===== src/hw/rtl/hse_pkg.sv =====
// Package for the heap sort engine: widths, control types, FSM states.
// No dependencies.
`default_nettype none

package hse_pkg;

    localparam int HSE_DATA_W = 32;
    localparam int HSE_DEPTH  = 64;

    typedef logic signed [HSE_DATA_W-1:0] hse_data_t;

    // Control strobes broadcast from the sequencer to every cell.
    typedef struct packed {
        logic ins;    // insert the incoming word into the sorted row
        logic shift;  // shift the row one place toward cell 0
    } hse_ctrl_t;

    typedef enum logic [0:0] {
        HSE_LOAD  = 1'b0,
        HSE_DRAIN = 1'b1
    } hse_state_t;

endpackage

`default_nettype wire


===== src/hw/rtl/hse_cell.sv =====
// One cell of the sorted row: holds a single value and trades with neighbors.
// Depends on hse_pkg.
`default_nettype none

module hse_cell
    import hse_pkg::*;
(
    input  wire logic      aclk,
    input  wire hse_ctrl_t ctrl,
    input  wire hse_data_t ins_value,
    input  wire logic      occ,         // this cell holds a word of the set
    input  wire hse_data_t prev_value,  // neighbor toward cell 0
    input  wire logic      prev_gt,     // new word goes at or before the neighbor
    input  wire hse_data_t next_value,  // neighbor away from cell 0
    output hse_data_t      value,
    output logic           gt
);

    hse_data_t val_reg;
    hse_data_t val_next;

    // Incoming word belongs at or before this cell; empty cells act as +inf.
    assign gt = !occ || (ins_value < val_reg);

    // Insert: take the neighbor's word if it moves up, else the new word.
    // Drain: take the word from the far neighbor.
    always_comb begin
        val_next = val_reg;
        if (ctrl.ins && gt) begin
            val_next = prev_gt ? prev_value : ins_value;
        end else if (ctrl.shift) begin
            val_next = next_value;
        end
    end

    always_ff @(posedge aclk) begin
        val_reg <= val_next;
    end

    assign value = val_reg;

endmodule

`default_nettype wire


===== config.mk =====
export PLATFORM = sky130hd
export DESIGN_NAME = hse_cell
export DESIGN_NICKNAME = d
export VERILOG_FILES = /design/src/hw/rtl/hse_pkg.sv /design/src/hw/rtl/hse_cell.sv
export SDC_FILE = /design/constraint.sdc
export NUM_CORES = 1
export LEC_CHECK = 0
export ABC_AREA = 1
export BUFFER_PORTS_ARGS = -buffer_cell sky130_fd_sc_hd__buf_2
export CORE_ASPECT_RATIO = 1.2
export CORE_MARGIN = 10
export CORE_UTILIZATION = 45
export DETAILED_ROUTE_END_ITERATION = 16
export GPL_TIMING_DRIVEN = 0
export HOLD_SLACK_MARGIN = 0.06
export PLACE_DENSITY = 0.89
export SLEW_MARGIN = 25
export SYNTH_ARGS = -nofsm -noshare
export SYNTH_HDL_FRONTEND = slang
export SYNTH_SLANG_ARGS = --single-unit

===== constraint.sdc =====
create_clock -name aclk -period 8.1 [get_ports aclk]
set_input_delay 1.62 -clock aclk [delete_from_list [all_inputs] [get_ports aclk]]
set_output_delay 1.62 -clock aclk [all_outputs]
set_load 0.02 [all_outputs]

==> results.json <==
{
  "run_status": "completed",
  "slew_headroom_pct": 46.4,
  "p_per_area_nw_per_um2": 173,
  "pwr-share-clk_pct": 19.8,
  "ys_types": 22,
  "largest_register_ffs": 32,
  "skew_ns": 0.00926,
  "cts_tree": "built",
  "layout_common_cells": "buf_2, nand2_1, inv_1",
  "slowest_delay_ns": 0.28,
  "syn_area_sq_um": 2650,
  "cp-end-kind": "primary output",
  "crit_chain": "buf_2 > ha_1 > a21oi_1 > nor2_1 > nor3_2 > nand2_1 > nand2_1 > nand2_1 > nand2_1 > nand3_1 > nand3_4 > buf_2 > buf_2",
  "worst_pin_slew_ns": 0.801,
  "drt_iter0_markers": 85,
  "clkTransAtPathRegs_ns": 0.07,
  "synthesis.nets": 443,
  "crit_family": "simple AND/OR/NAND/NOR gates",
  "clkSinkCount": 32,
  "setup_viol": 0,
  "crit_buf_inv": 3,
  "nFillCells": 530,
  "holdBufCountCts": 0,
  "fmax_mhz": 199,
  "drive_above_1_share_pct": 39.6,
  "dp_cells": 522,
  "area_growth_pct": 31.6,
  "totalWireLength_mm": 8.31,
  "synth_area_leaders": "edfxtp_1, ha_1, nand2_1",
  "finalCritPeriodShare_pct": 61.9,
  "vias": 2675,
  "drc": 0,
  "track_usage_pct": 17.1,
  "yosys.area.top_type": "edfxtp_1",
  "cts_setup_buffers": 0,
  "holdWs_ns": 1.28,
  "dieArea_sq_um": 9380,
  "hold_viol": 0,
  "final_cells": 530,
  "diodes": 0,
  "comb_power_share_pct": 41.9,
  "cp_max_fo": 10,
  "dp_hpwl_mm": 6.90,
  "crit_type": "input pin to primary output",
  "hold_class": "flip-flop to flip-flop",
  "p_switching_uw": 226,
  "finalCriticalPeriod_ns": 5.02,
  "synth_edf_count": 32,
  "cts-root-buf": "clkbuf_8",
  "synth_top_area_share_pct": 36.2,
  "vdd_drop_max_uv": 105,
  "cp_common_cell": "nand2_1",
  "synth-seq-cells": 32,
  "finalNetCount": 581,
  "antenna_found_initial": 0,
  "place_congestion": 0.795,
  "wire_per_inst_um": 15.7,
  "fp-row-count": 30,
  "synthCells": 311,
  "place_ws_ns": 3.09,
  "core-area_sq_um": 5710,
  "crit_required_ns": 6.48,
  "clockBufferDepth": 2,
  "timing.final.max_slew_violations": 0,
  "switching_share_pct": 37.5,
  "grt_pass1_wl_mm": 13.3,
  "p_leak_nw": 1.90,
  "grt_pass1_vias": 2909,
  "cts_buffers": 5,
  "synth_flop_cell": "edfxtp_1",
  "power_frac_seq_pct": 38.3,
  "final.setup.worst_slack_ns": 3.08,
  "async_flop_share_pct": 0,
  "intPower_uw": 377,
  "synth-seq-area-share_pct": 36.2,
  "final_common_cell": "buf_2",
  "port-buffer-count": 131,
  "fin_setup_tns_ns": 0,
  "clkLatencyLatePin_ns": 0.28,
  "drv_cap": 0,
  "rsz0062_at_grt": "false",
  "initial_core_util_pct": 46.5,
  "grt-ovfl-total": 0,
  "ant_nets": 0,
  "die_w_um": 90.1,
  "arrival_ns": 3.40,
  "rrSetupSlack_ns": 5.18,
  "grt_max_degree": 33,
  "ios": 134,
  "routed_via_density": 5.05,
  "syn_area_per_cell_sq_um": 8.53,
  "htreeDepth": 2,
  "die_h_um": 104,
  "worst_setup_path_start_kind": "input pin",
  "dr.pass1.iters": 4,
  "yosys_warnings": 0,
  "ctsResizeCount": 0,
  "slowest_stage": "ha_1"
}
-- Yosys cell counts, types with 2 or more instances --
library cell / count
nand2_1: 94
o21ai_0: 5
edfxtp_1: 32
buf_6: 2
nand3_1: 34
mux2_2: 31
buf_2: 3
nor2_1: 5
clkbuf_1: 7
a21oi_1: 16
inv_1: 40
ha_1: 31
nand4_1: 2
-- routing by layer --
metal | part of all wire, % | up-vias | global-route usage (%)
li1 | - | 1323 | -
met3 | 6.0 | 11 | 4.62
met2 | 54 | 100 | 33.0
met5 | 0 | - | 0
met4 | 1.2 | 0 | 4.78
met1 | 39 | 1241 | 17.2
-- power groups by stage --
stage               clock network (mW)  logic (mW)  registers [mW]
floorplan                            0       0.129           0.268
global placement                     0       0.242           0.232
detailed placement                   0       0.254           0.235
finish                           0.120       0.253           0.231
global route                     0.130       0.283           0.234
CTS                              0.121       0.255           0.231
-- metrics by stage --
step | utilization [%] | cell area (sq um) | total power [mW]
after detailed placement | 59.8 | 3410 | 0.489
after global placement | 59.8 | 3410 | 0.474
final | 61.2 | 3490 | 0.603
after CTS | 61.2 | 3490 | 0.608
after global routing | 61.2 | 3490 | 0.646
after floorplan | - | 2650 | 0.396
-- cell type report --
| cell class | count | area, sq um | share of cell area (%) |
|---|---|---|---|
| buffer | 14 | 75.1 | 2.15 |
| clock buffer | 7 | 76.3 | 2.19 |
| clock inverter | 1 | 3.75 | 0.107 |
| inverter | 40 | 150 | 4.30 |
| multi-input combinational | 225 | 1470 | 42.1 |
| sequential | 32 | 961 | 27.5 |
| tap | 80 | 100 | 2.87 |
| timing repair buffer | 131 | 656 | 18.8 |
-- tightest hold or removal path, cell delays in order, from the launching register on --
cell and delay, ns:
edfxtp_1 0.40, inv_1 0.08, ha_1 0.23, nand3_1 0.15, nand3_4 0.16, nand3_1 0.08, nand2_1 0.07
-- cell families (layout without fill, tap and decap cells) --
logic type               after synthesis  in the layout  synth area share [%]
AO/OA/AOI/OAI                         23             23                  4.53
adder cells (fa/ha/maj)               31             31                  14.6
buffers and inverters                 54            193                  8.49
flip-flops                            32             32                  36.2
multiplexers                          31             31                  13.2
AND/OR/NAND/NOR                      140            140                  23.0
-- final timing paths --
check              end          from  cells after the start
max                 gt  ins_value[5]                     13
min           value[0]     value[31]                      6
max reg2reg  value[24]      value[5]                     14
min reg2reg   value[0]     value[31]                      6
(Power assumes the default switching activity.)
