<file path="src/hw/rtl/hse_pkg.sv">
// Package for the heap sort engine: widths, control types, FSM states.
// No dependencies.
`default_nettype none

package hse_pkg;

    localparam int HSE_DATA_W = 32;
    localparam int HSE_DEPTH  = 64;

    typedef logic signed [HSE_DATA_W-1:0] hse_data_t;

    // Control strobes broadcast from the sequencer to every cell.
    typedef struct packed {
        logic ins;    // insert the incoming word into the sorted row
        logic shift;  // shift the row one place toward cell 0
    } hse_ctrl_t;

    typedef enum logic [0:0] {
        HSE_LOAD  = 1'b0,
        HSE_DRAIN = 1'b1
    } hse_state_t;

endpackage

`default_nettype wire

</file>
<file path="src/hw/rtl/hse_ctrl.sv">
// Sequencer: word count, overflow flag, load/drain phases and handshakes.
// Depends on hse_pkg.
`default_nettype none

module hse_ctrl
    import hse_pkg::*;
#(
    parameter  int DEPTH = HSE_DEPTH,
    localparam int CNT_W = $clog2(DEPTH + 1)
) (
    input  wire logic              aclk,
    input  wire logic              aresetn,
    input  wire logic              s_valid,
    output logic                   s_ready,
    input  wire logic              s_is_last,
    output logic                   m_valid,
    input  wire logic              m_ready,
    output logic                   m_end_of_set,
    output logic                   m_dropped,
    output hse_ctrl_t              ctrl,
    output logic [CNT_W-1:0]       count
);

    localparam logic [CNT_W-1:0] FULL = CNT_W'(DEPTH);
    localparam logic [CNT_W-1:0] ONE  = CNT_W'(1);

    hse_state_t       state_reg, state_next;
    logic [CNT_W-1:0] count_reg, count_next;
    logic             ovf_reg, ovf_next;
    logic             in_acc, out_acc;

    assign in_acc  = s_valid && (state_reg == HSE_LOAD);
    assign out_acc = m_ready && (state_reg == HSE_DRAIN);

    // Next state, count and overflow flag
    always_comb begin
        state_next = state_reg;
        count_next = count_reg;
        ovf_next   = ovf_reg;
        unique case (state_reg)
            HSE_LOAD: begin
                if (in_acc) begin
                    if (count_reg < FULL) begin
                        count_next = count_reg + ONE;
                    end else begin
                        ovf_next = 1'b1;
                    end
                    if (s_is_last) begin
                        state_next = HSE_DRAIN;
                    end
                end
            end
            HSE_DRAIN: begin
                if (out_acc) begin
                    count_next = count_reg - ONE;
                    if (count_reg == ONE) begin
                        state_next = HSE_LOAD;
                        ovf_next   = 1'b0;
                    end
                end
            end
            default: begin
                state_next = HSE_LOAD;
            end
        endcase
    end

    // Handshakes and cell strobes
    always_comb begin
        s_ready      = 1'b0;
        m_valid      = 1'b0;
        ctrl.ins     = 1'b0;
        ctrl.shift   = 1'b0;
        unique case (state_reg)
            HSE_LOAD: begin
                s_ready  = 1'b1;
                ctrl.ins = in_acc && (count_reg < FULL);
            end
            HSE_DRAIN: begin
                m_valid    = 1'b1;
                ctrl.shift = out_acc;
            end
            default: begin
                s_ready = 1'b0;
            end
        endcase
    end

    assign m_end_of_set = (count_reg == ONE);
    assign m_dropped    = ovf_reg;
    assign count        = count_reg;

    always_ff @(posedge aclk) begin
        if (!aresetn) begin
            state_reg <= HSE_LOAD;
            count_reg <= '0;
            ovf_reg   <= 1'b0;
        end else begin
            state_reg <= state_next;
            count_reg <= count_next;
            ovf_reg   <= ovf_next;
        end
    end

endmodule

`default_nettype wire

</file>
<file path="config.mk">
export PLATFORM = sky130hd
export DESIGN_NAME = hse_ctrl
export DESIGN_NICKNAME = d
export VERILOG_FILES = /design/src/hw/rtl/hse_pkg.sv /design/src/hw/rtl/hse_ctrl.sv
export SDC_FILE = /design/constraint.sdc
export NUM_CORES = 1
export LEC_CHECK = 0
export BUFFER_PORTS_ARGS = -buffer_cell sky130_fd_sc_hd__buf_2
export CAP_MARGIN = 5
export CELL_PAD_IN_SITES_DETAIL_PLACEMENT = 1
export CELL_PAD_IN_SITES_GLOBAL_PLACEMENT = 1
export CORE_MARGIN = 1.5
export CORE_UTILIZATION = 38
export DETAILED_ROUTE_END_ITERATION = 10
export PLACE_DENSITY = 0.82
export SLEW_MARGIN = 10
export SYNTH_ARGS = -nofsm -noshare
export SYNTH_HDL_FRONTEND = slang
export SYNTH_SLANG_ARGS = --single-unit
</file>
<file path="constraint.sdc">
create_clock -name aclk -period 2.48 [get_ports aclk]
set_input_delay 0.496 -clock aclk [delete_from_list [all_inputs] [get_ports aclk]]
set_output_delay 0.496 -clock aclk [all_outputs]
set_load 0.005 [all_outputs]
</file>
==> impl_metrics.tcl, run 1 <==
set metrics [dict create \
    r2r-end "count[6]" \
    cts-resized-gates 0 \
    hpwl_mm 1.09 \
    final_cell_mix "buf_2, dfxtp_1, and2_1, xnor2_1" \
    pre_cts_ws_ns 0.767 \
    yosys_register_bits 9 \
    r2r_slack_ns 0.77 \
    syn_nets 71 \
    path_clk_slew_ns 0.07 \
    final_area_um2 701 \
    yosysWarningCount 0 \
    slew_viol_final 0 \
    cts_tree "built" \
    avgSynthCellArea_um2 9.47 \
    fillers 194 \
    finalWorstSetupSlack_ns 0.524 \
    grt_start_max_net_pins 17 \
    hold_viol 0 \
    yosys-top-cells-area "dfxtp_1, ha_1, xnor2_1" \
    hold_class "flip-flop to flip-flop" \
    max_freq_mhz 511 \
    critical_path_required_ns 1.98 \
    clock_skew_ns 0.00421 \
    numPlacedInstances 93 \
    tns_ns 0 \
    max_cap_viol_count 0 \
    clock_sinks 9 \
    clock_tree.root_cell "clkbuf_4" \
    antenna_found_initial 0 \
    grt_pass1_wl_mm 2.30 \
    io-pin-count 18 \
    yosysSeqAreaShare_pct 30.2 \
    dr.pass1.iters 2 \
    tightest_slew_ns 0.556 \
    vdd_drop_max_uv 300 \
    gr-total-overflow 0 \
    syn-cell-area_um2 597 \
    post-route-period-util_pct 78.9 \
    post_dp_cell_area_um2 674 \
    remaining_drc_errors 0 \
    vias 530 \
    synth_top_area_share_pct 30.2 \
    port_buffers 17 \
    crit_path_end_kind "primary output" \
    relSlewSlack_pct 62.9 \
    whs_endpoint "count[5]" \
    cts_inserted_buffers 3 \
    fin_util_pct 47.1 \
    rows 14 \
    p_per_area_nw_per_um2 564 \
    finalWirelength_mm 1.42 \
    antenna_left 0 \
    layout_commonest_cell "buf_2" \
    viasPerCell 5.46 \
    arrival_ns 1.46 \
    dr.first_iter.drc_count 2 \
    critPathMaxFanout 16 \
    status "complete, no violations" \
    finalNonFillerCells 97 \
    nets 90 \
    post_cts_buffers 0 \
    critPathKind "flip-flop to primary output" \
    startpoint_type "flip-flop" \
    die_area_um2 1820 \
    rsz0062_at_grt "false" \
    hold_depth 2 \
    chipHeight_um 42.6 \
    core_area_um2 1490 \
    start_util_pct 40.1 \
    grt_pass1_vias 506 \
    finalSetupViolCount 0 \
    yosysTopAreaCell "dfxtp_1" \
    synthToLayoutAreaGrowth_pct 17.4 \
    wire_per_inst_um 14.7 \
    clk_path_buf_depth 2 \
    multiInputGateArea_um2 378 \
    largest_reg_flops 7 \
    drive_gt1_share_pct 34.6 \
    syn-instance-count 63 \
    period_needed_ns 1.96 \
    die_x_um 42.6 \
    clk_latency_ns 0.27 \
    htreeDepth 1 \
    hold_start "count[5]" \
    p_leak_nw 0.316 \
    gp_congestion 0.778 \
    r2r-start "state_reg" \
    diodes 0 \
    grt_usage_pct 17.6 \
    reg2regPathDepth 4 \
    ctsHoldBuffers 0 \
    synthDistinctLibCells 35 \
    register_area_um2 180 \
]
## layer usage
metal / wire length (µm) / global-route usage [%] / vias to the layer above / part of all wire (%)
met5: 0 / 0 / - / 0
met4: 46 / 13.1 / 0 / 3.2
met3: 27 / 1.29 / 4 / 1.9
met2: 696 / 28.5 / 9 / 49
met1: 654 / 21.3 / 253 / 46
li1: - / - / 264 / -
## cells in the mapped netlist
cell type / number
dfxtp_1: 9
and2_1: 4
xnor2_1: 4
ha_1: 3
nand4_1: 3
nor2_1: 3
a21oi_1: 2
buf_6: 2
inv_1: 2
mux2i_1: 2
nand2_1: 2
nor2b_1: 2
nor3_1: 2
o21a_1: 2
a21boi_1: 1
a21oi_2: 1
a32oi_1: 1
and3_1: 1
and3b_1: 1
and3b_2: 1
and4b_1: 1
and4b_2: 1
and4bb_1: 1
buf_2: 1
inv_2: 1
nand2b_1: 1
nand3_1: 1
nor3b_4: 1
nor4b_1: 1
o21ai_0: 1
o22ai_1: 1
o22ai_2: 1
o311a_2: 1
or3_1: 1
or4_4: 1
## final cells by class
type,count,share of cell area [%]
multi-input combinational,48,53.9
clock buffer,4,3.75
inverter,3,1.61
timing repair buffer,17,12.1
tap,16,2.86
sequential,9,25.7
## how the worst max path moves through the flow
stage                    end  slack [ns]  startpoint
floorplan           count[6]        1.05    count[0]
global placement    count[6]        0.86   state_reg
detailed placement  count[6]        0.77   state_reg
CTS                  ctrl[0]        0.50   state_reg
global route         ctrl[0]        0.43   state_reg
finish               ctrl[0]        0.52   state_reg
## kinds of logic (layout without fill, tap and decap cells)
| family | Yosys count | in the layout | synth area share [%] |
|---|---|---|---|
| xor gates and xnor gates | 4 | 4 | 5.87 |
| muxes | 2 | 2 | 3.35 |
| DFF | 9 | 9 | 30.2 |
| and+or+nand+nor | 28 | 28 | 33.5 |
| adders and majority gates | 3 | 3 | 6.29 |
| AOI/OAI and AO/OA | 11 | 11 | 14.3 |
| buffers and inverters | 6 | 24 | 6.50 |
## stage by stage
step                      power, W  hold WS (ns)
after floorplan           0.000246         0.479
after global placement    0.000275         0.485
after detailed placement  0.000280         0.503
after CTS                 0.000401         0.514
after global routing      0.000420         0.553
final                     0.000395         0.506
## where the power goes
group          internal (W)  total [W]  switching (W)
registers          0.000156   0.000179      0.0000230
logic             0.0000512  0.0000977      0.0000464
clock network     0.0000623   0.000119      0.0000566
## worst max-delay path, stage by stage (launching register included)
cell and delay, ns:
dfxtp_1 0.67, and2_1 0.35, buf_2 0.16
Note: power is estimated with default switching activity, not from simulation.
==> inputs of run 2 (changes only) <==
Settings changed: CORE_UTILIZATION 38 to 32, PLACE_DENSITY 0.82 to 0.74.
Clock period 2.48 ns to 1.6 ns, I/O delays scaled along.
==> run 2 against run 1 <==
  * Power rose by 67%
  * Clock power up 63%
  * Via count increased by 7.7%
  * First-iteration DRC count stayed put
  * Count of clock-buffer cells in the layout unchanged
  * Final cell count grew 14%
  * Combinational power is 94% higher
  * Worst hold slack got worse by 0.16 ns
  * Critical path type unchanged
  * Global-route usage fell by 3.0 points
  * Largest cell class unchanged
  * Critical path depth rose by 3
  * Die area grew 17%
  * Critical endpoint is now m_end_of_set
  * Core utilization is 2.5 points lower
==> impl_metrics.tcl, run 2 (synthesis gave the netlist of run 1 again) <==
set metrics [dict create \
    status "complete, no violations" \
    ctsHoldBuffers 0 \
    diodes 0 \
    period_needed_ns 1.54 \
    gr-total-overflow 0 \
    crit_path_max_incr_delay_ns 0.34 \
    gp_congestion 0.855 \
    crit_path_end_kind "primary output" \
    startpoint_type "flip-flop" \
    start_util_pct 34.2 \
    synthToLayoutAreaGrowth_pct 30.2 \
    path_clk_slew_ns 0.07 \
    cts_inserted_buffers 3 \
    hold_class "primary input to flip-flop" \
    vdd_drop_max_uv 429 \
    p_per_area_nw_per_um2 849 \
    crit_chain "inv_2 > ha_4 > nor2b_4 > and3_1 > buf_2" \
    numPlacedInstances 104 \
    rows 15 \
    swShare_pct 32.5 \
    die_x_um 46.2 \
    post-route-period-util_pct 96.2 \
    grt_usage_pct 14.5 \
    cp_top_family "flip-flops" \
    finalNonFillerCells 111 \
    relSlewSlack_pct 77.1 \
    post_dp_cell_area_um2 701 \
    final_cell_mix "buf_2, dfxtp_1, buf_4" \
    grt_pass1_vias 449 \
    cp.buffers_inverters 2 \
    hold_viol 0 \
    max_freq_mhz 650 \
    fin_util_pct 44.5 \
    chipHeight_um 46.2 \
    die_area_um2 2130 \
    core_area_um2 1750 \
    clk_path_buf_depth 2 \
    grt_pass1_wl_mm 2.06 \
    tns_ns 0 \
    clk_latency_ns 0.28 \
    arrival_ns 1.22 \
    clock_tree.root_cell "clkbuf_4" \
    vias 571 \
    largest_reg_flops 7 \
    dr.first_iter.drc_count 2 \
    clockPowerShare_pct 29.4 \
    p_int_w 0.000445 \
    max_cap_viol_count 0 \
    power_frac_comb_pct 28.9 \
    drive_gt1_share_pct 46.5 \
    remaining_drc_errors 0 \
    finalSetupViolCount 0 \
    finalWirelength_mm 1.43 \
    dr.pass1.iters 4 \
    io-pin-count 18 \
    critPathMaxFanout 4 \
    cts_tree "built" \
    antenna_left 0 \
    tightest_slew_ns 0.342 \
    htreeDepth 1 \
    clock_skew_ns 0.00541 \
    fillers 220 \
    wire_per_inst_um 12.9 \
    viasPerCell 5.14 \
    critPathKind "flip-flop to primary output" \
    port_buffers 17 \
    antenna_found_initial 0 \
    nets 95 \
    hpwl_um 991 \
    layout_commonest_cell "buf_2" \
    switchingPower_w 0.000214 \
    clock_sinks 9 \
    slew_viol_final 0 \
    final_area_um2 777 \
    critical_path_required_ns 1.28 \
    p_leak_nw 0.345 \
    critPathSlowestCell "dfxtp_2" \
    grt_start_max_net_pins 11 \
    total_power_w 0.000659 \
    seqPwrFrac_pct 41.7 \
]
==> run 2: through the flow <==
stage,hold slack [ns],worst slack (ns)
after floorplan,0.438,0.169
after global routing,0.364,-0.0206
after CTS,0.356,0.0185
after global placement,0.487,0.0680
final,0.350,0.0614
after detailed placement,0.498,0.0718
==> run 2: power by group through the flow <==
stage                     Clock [W]  Sequential (W)  Combinational [W]
final                      0.000194        0.000275           0.000190
after global routing       0.000210        0.000279           0.000214
after CTS                  0.000200        0.000273           0.000176
after detailed placement          0        0.000276           0.000165
after global placement            0        0.000275           0.000161
after floorplan                   0        0.000270           0.000112
==> run 2: cell type report <==
| class | instances | area [µm²] | area share, % |
|---|---|---|---|
| Timing Repair Buffer | 22 | 123 | 15.8 |
| Inverter | 3 | 11.3 | 1.45 |
| Multi-Input combinational cell | 48 | 399 | 51.4 |
| Tap cell | 25 | 31.3 | 4.03 |
| Clock buffer | 4 | 26.3 | 3.38 |
| Sequential cell | 9 | 186 | 24.0 |
==> run 2: worst register-to-register path: cells and delay by family, from the launching register on <==
family / cells / cell delay (ns)
and+or+nand+nor: 2 / 0.59
DFF: 1 / 0.38
buffers and inverters: 1 / 0.07
adders and majority gates: 1 / 0.17
AOI/OAI and AO/OA: 2 / 0.20
==> run 2: timing repair <==
item	4_1_cts	5_1_grt
cloned	0	0
pin swaps	0	0
endpoints found under the setup margin	2	3
resized for setup	7	3
hold endpoints to repair	0	0
buffers inserted	1	2
==> run 2: final timing paths <==
| path | start | to | slack, ns | cells past startpoint |
|---|---|---|---|---|
| worst max-delay path | count[1] | m_end_of_set | 0.06 | 5 |
| worst min register to register | count[5] | count[5] | 0.50 | 2 |
| worst max register to register | count[0] | count[6] | 0.12 | 6 |
| worst min-delay path | aresetn | count[2] | 0.35 | 2 |
==> run 2: routing by layer <==
metal | share of wire [%] | GRT usage [%] | up-vias
met3 | 6.1 | 3.53 | 5
met5 | 0 | 0 | -
met2 | 43 | 21.1 | 18
li1 | - | - | 284
met4 | 3.1 | 12.0 | 0
met1 | 48 | 17.8 | 264
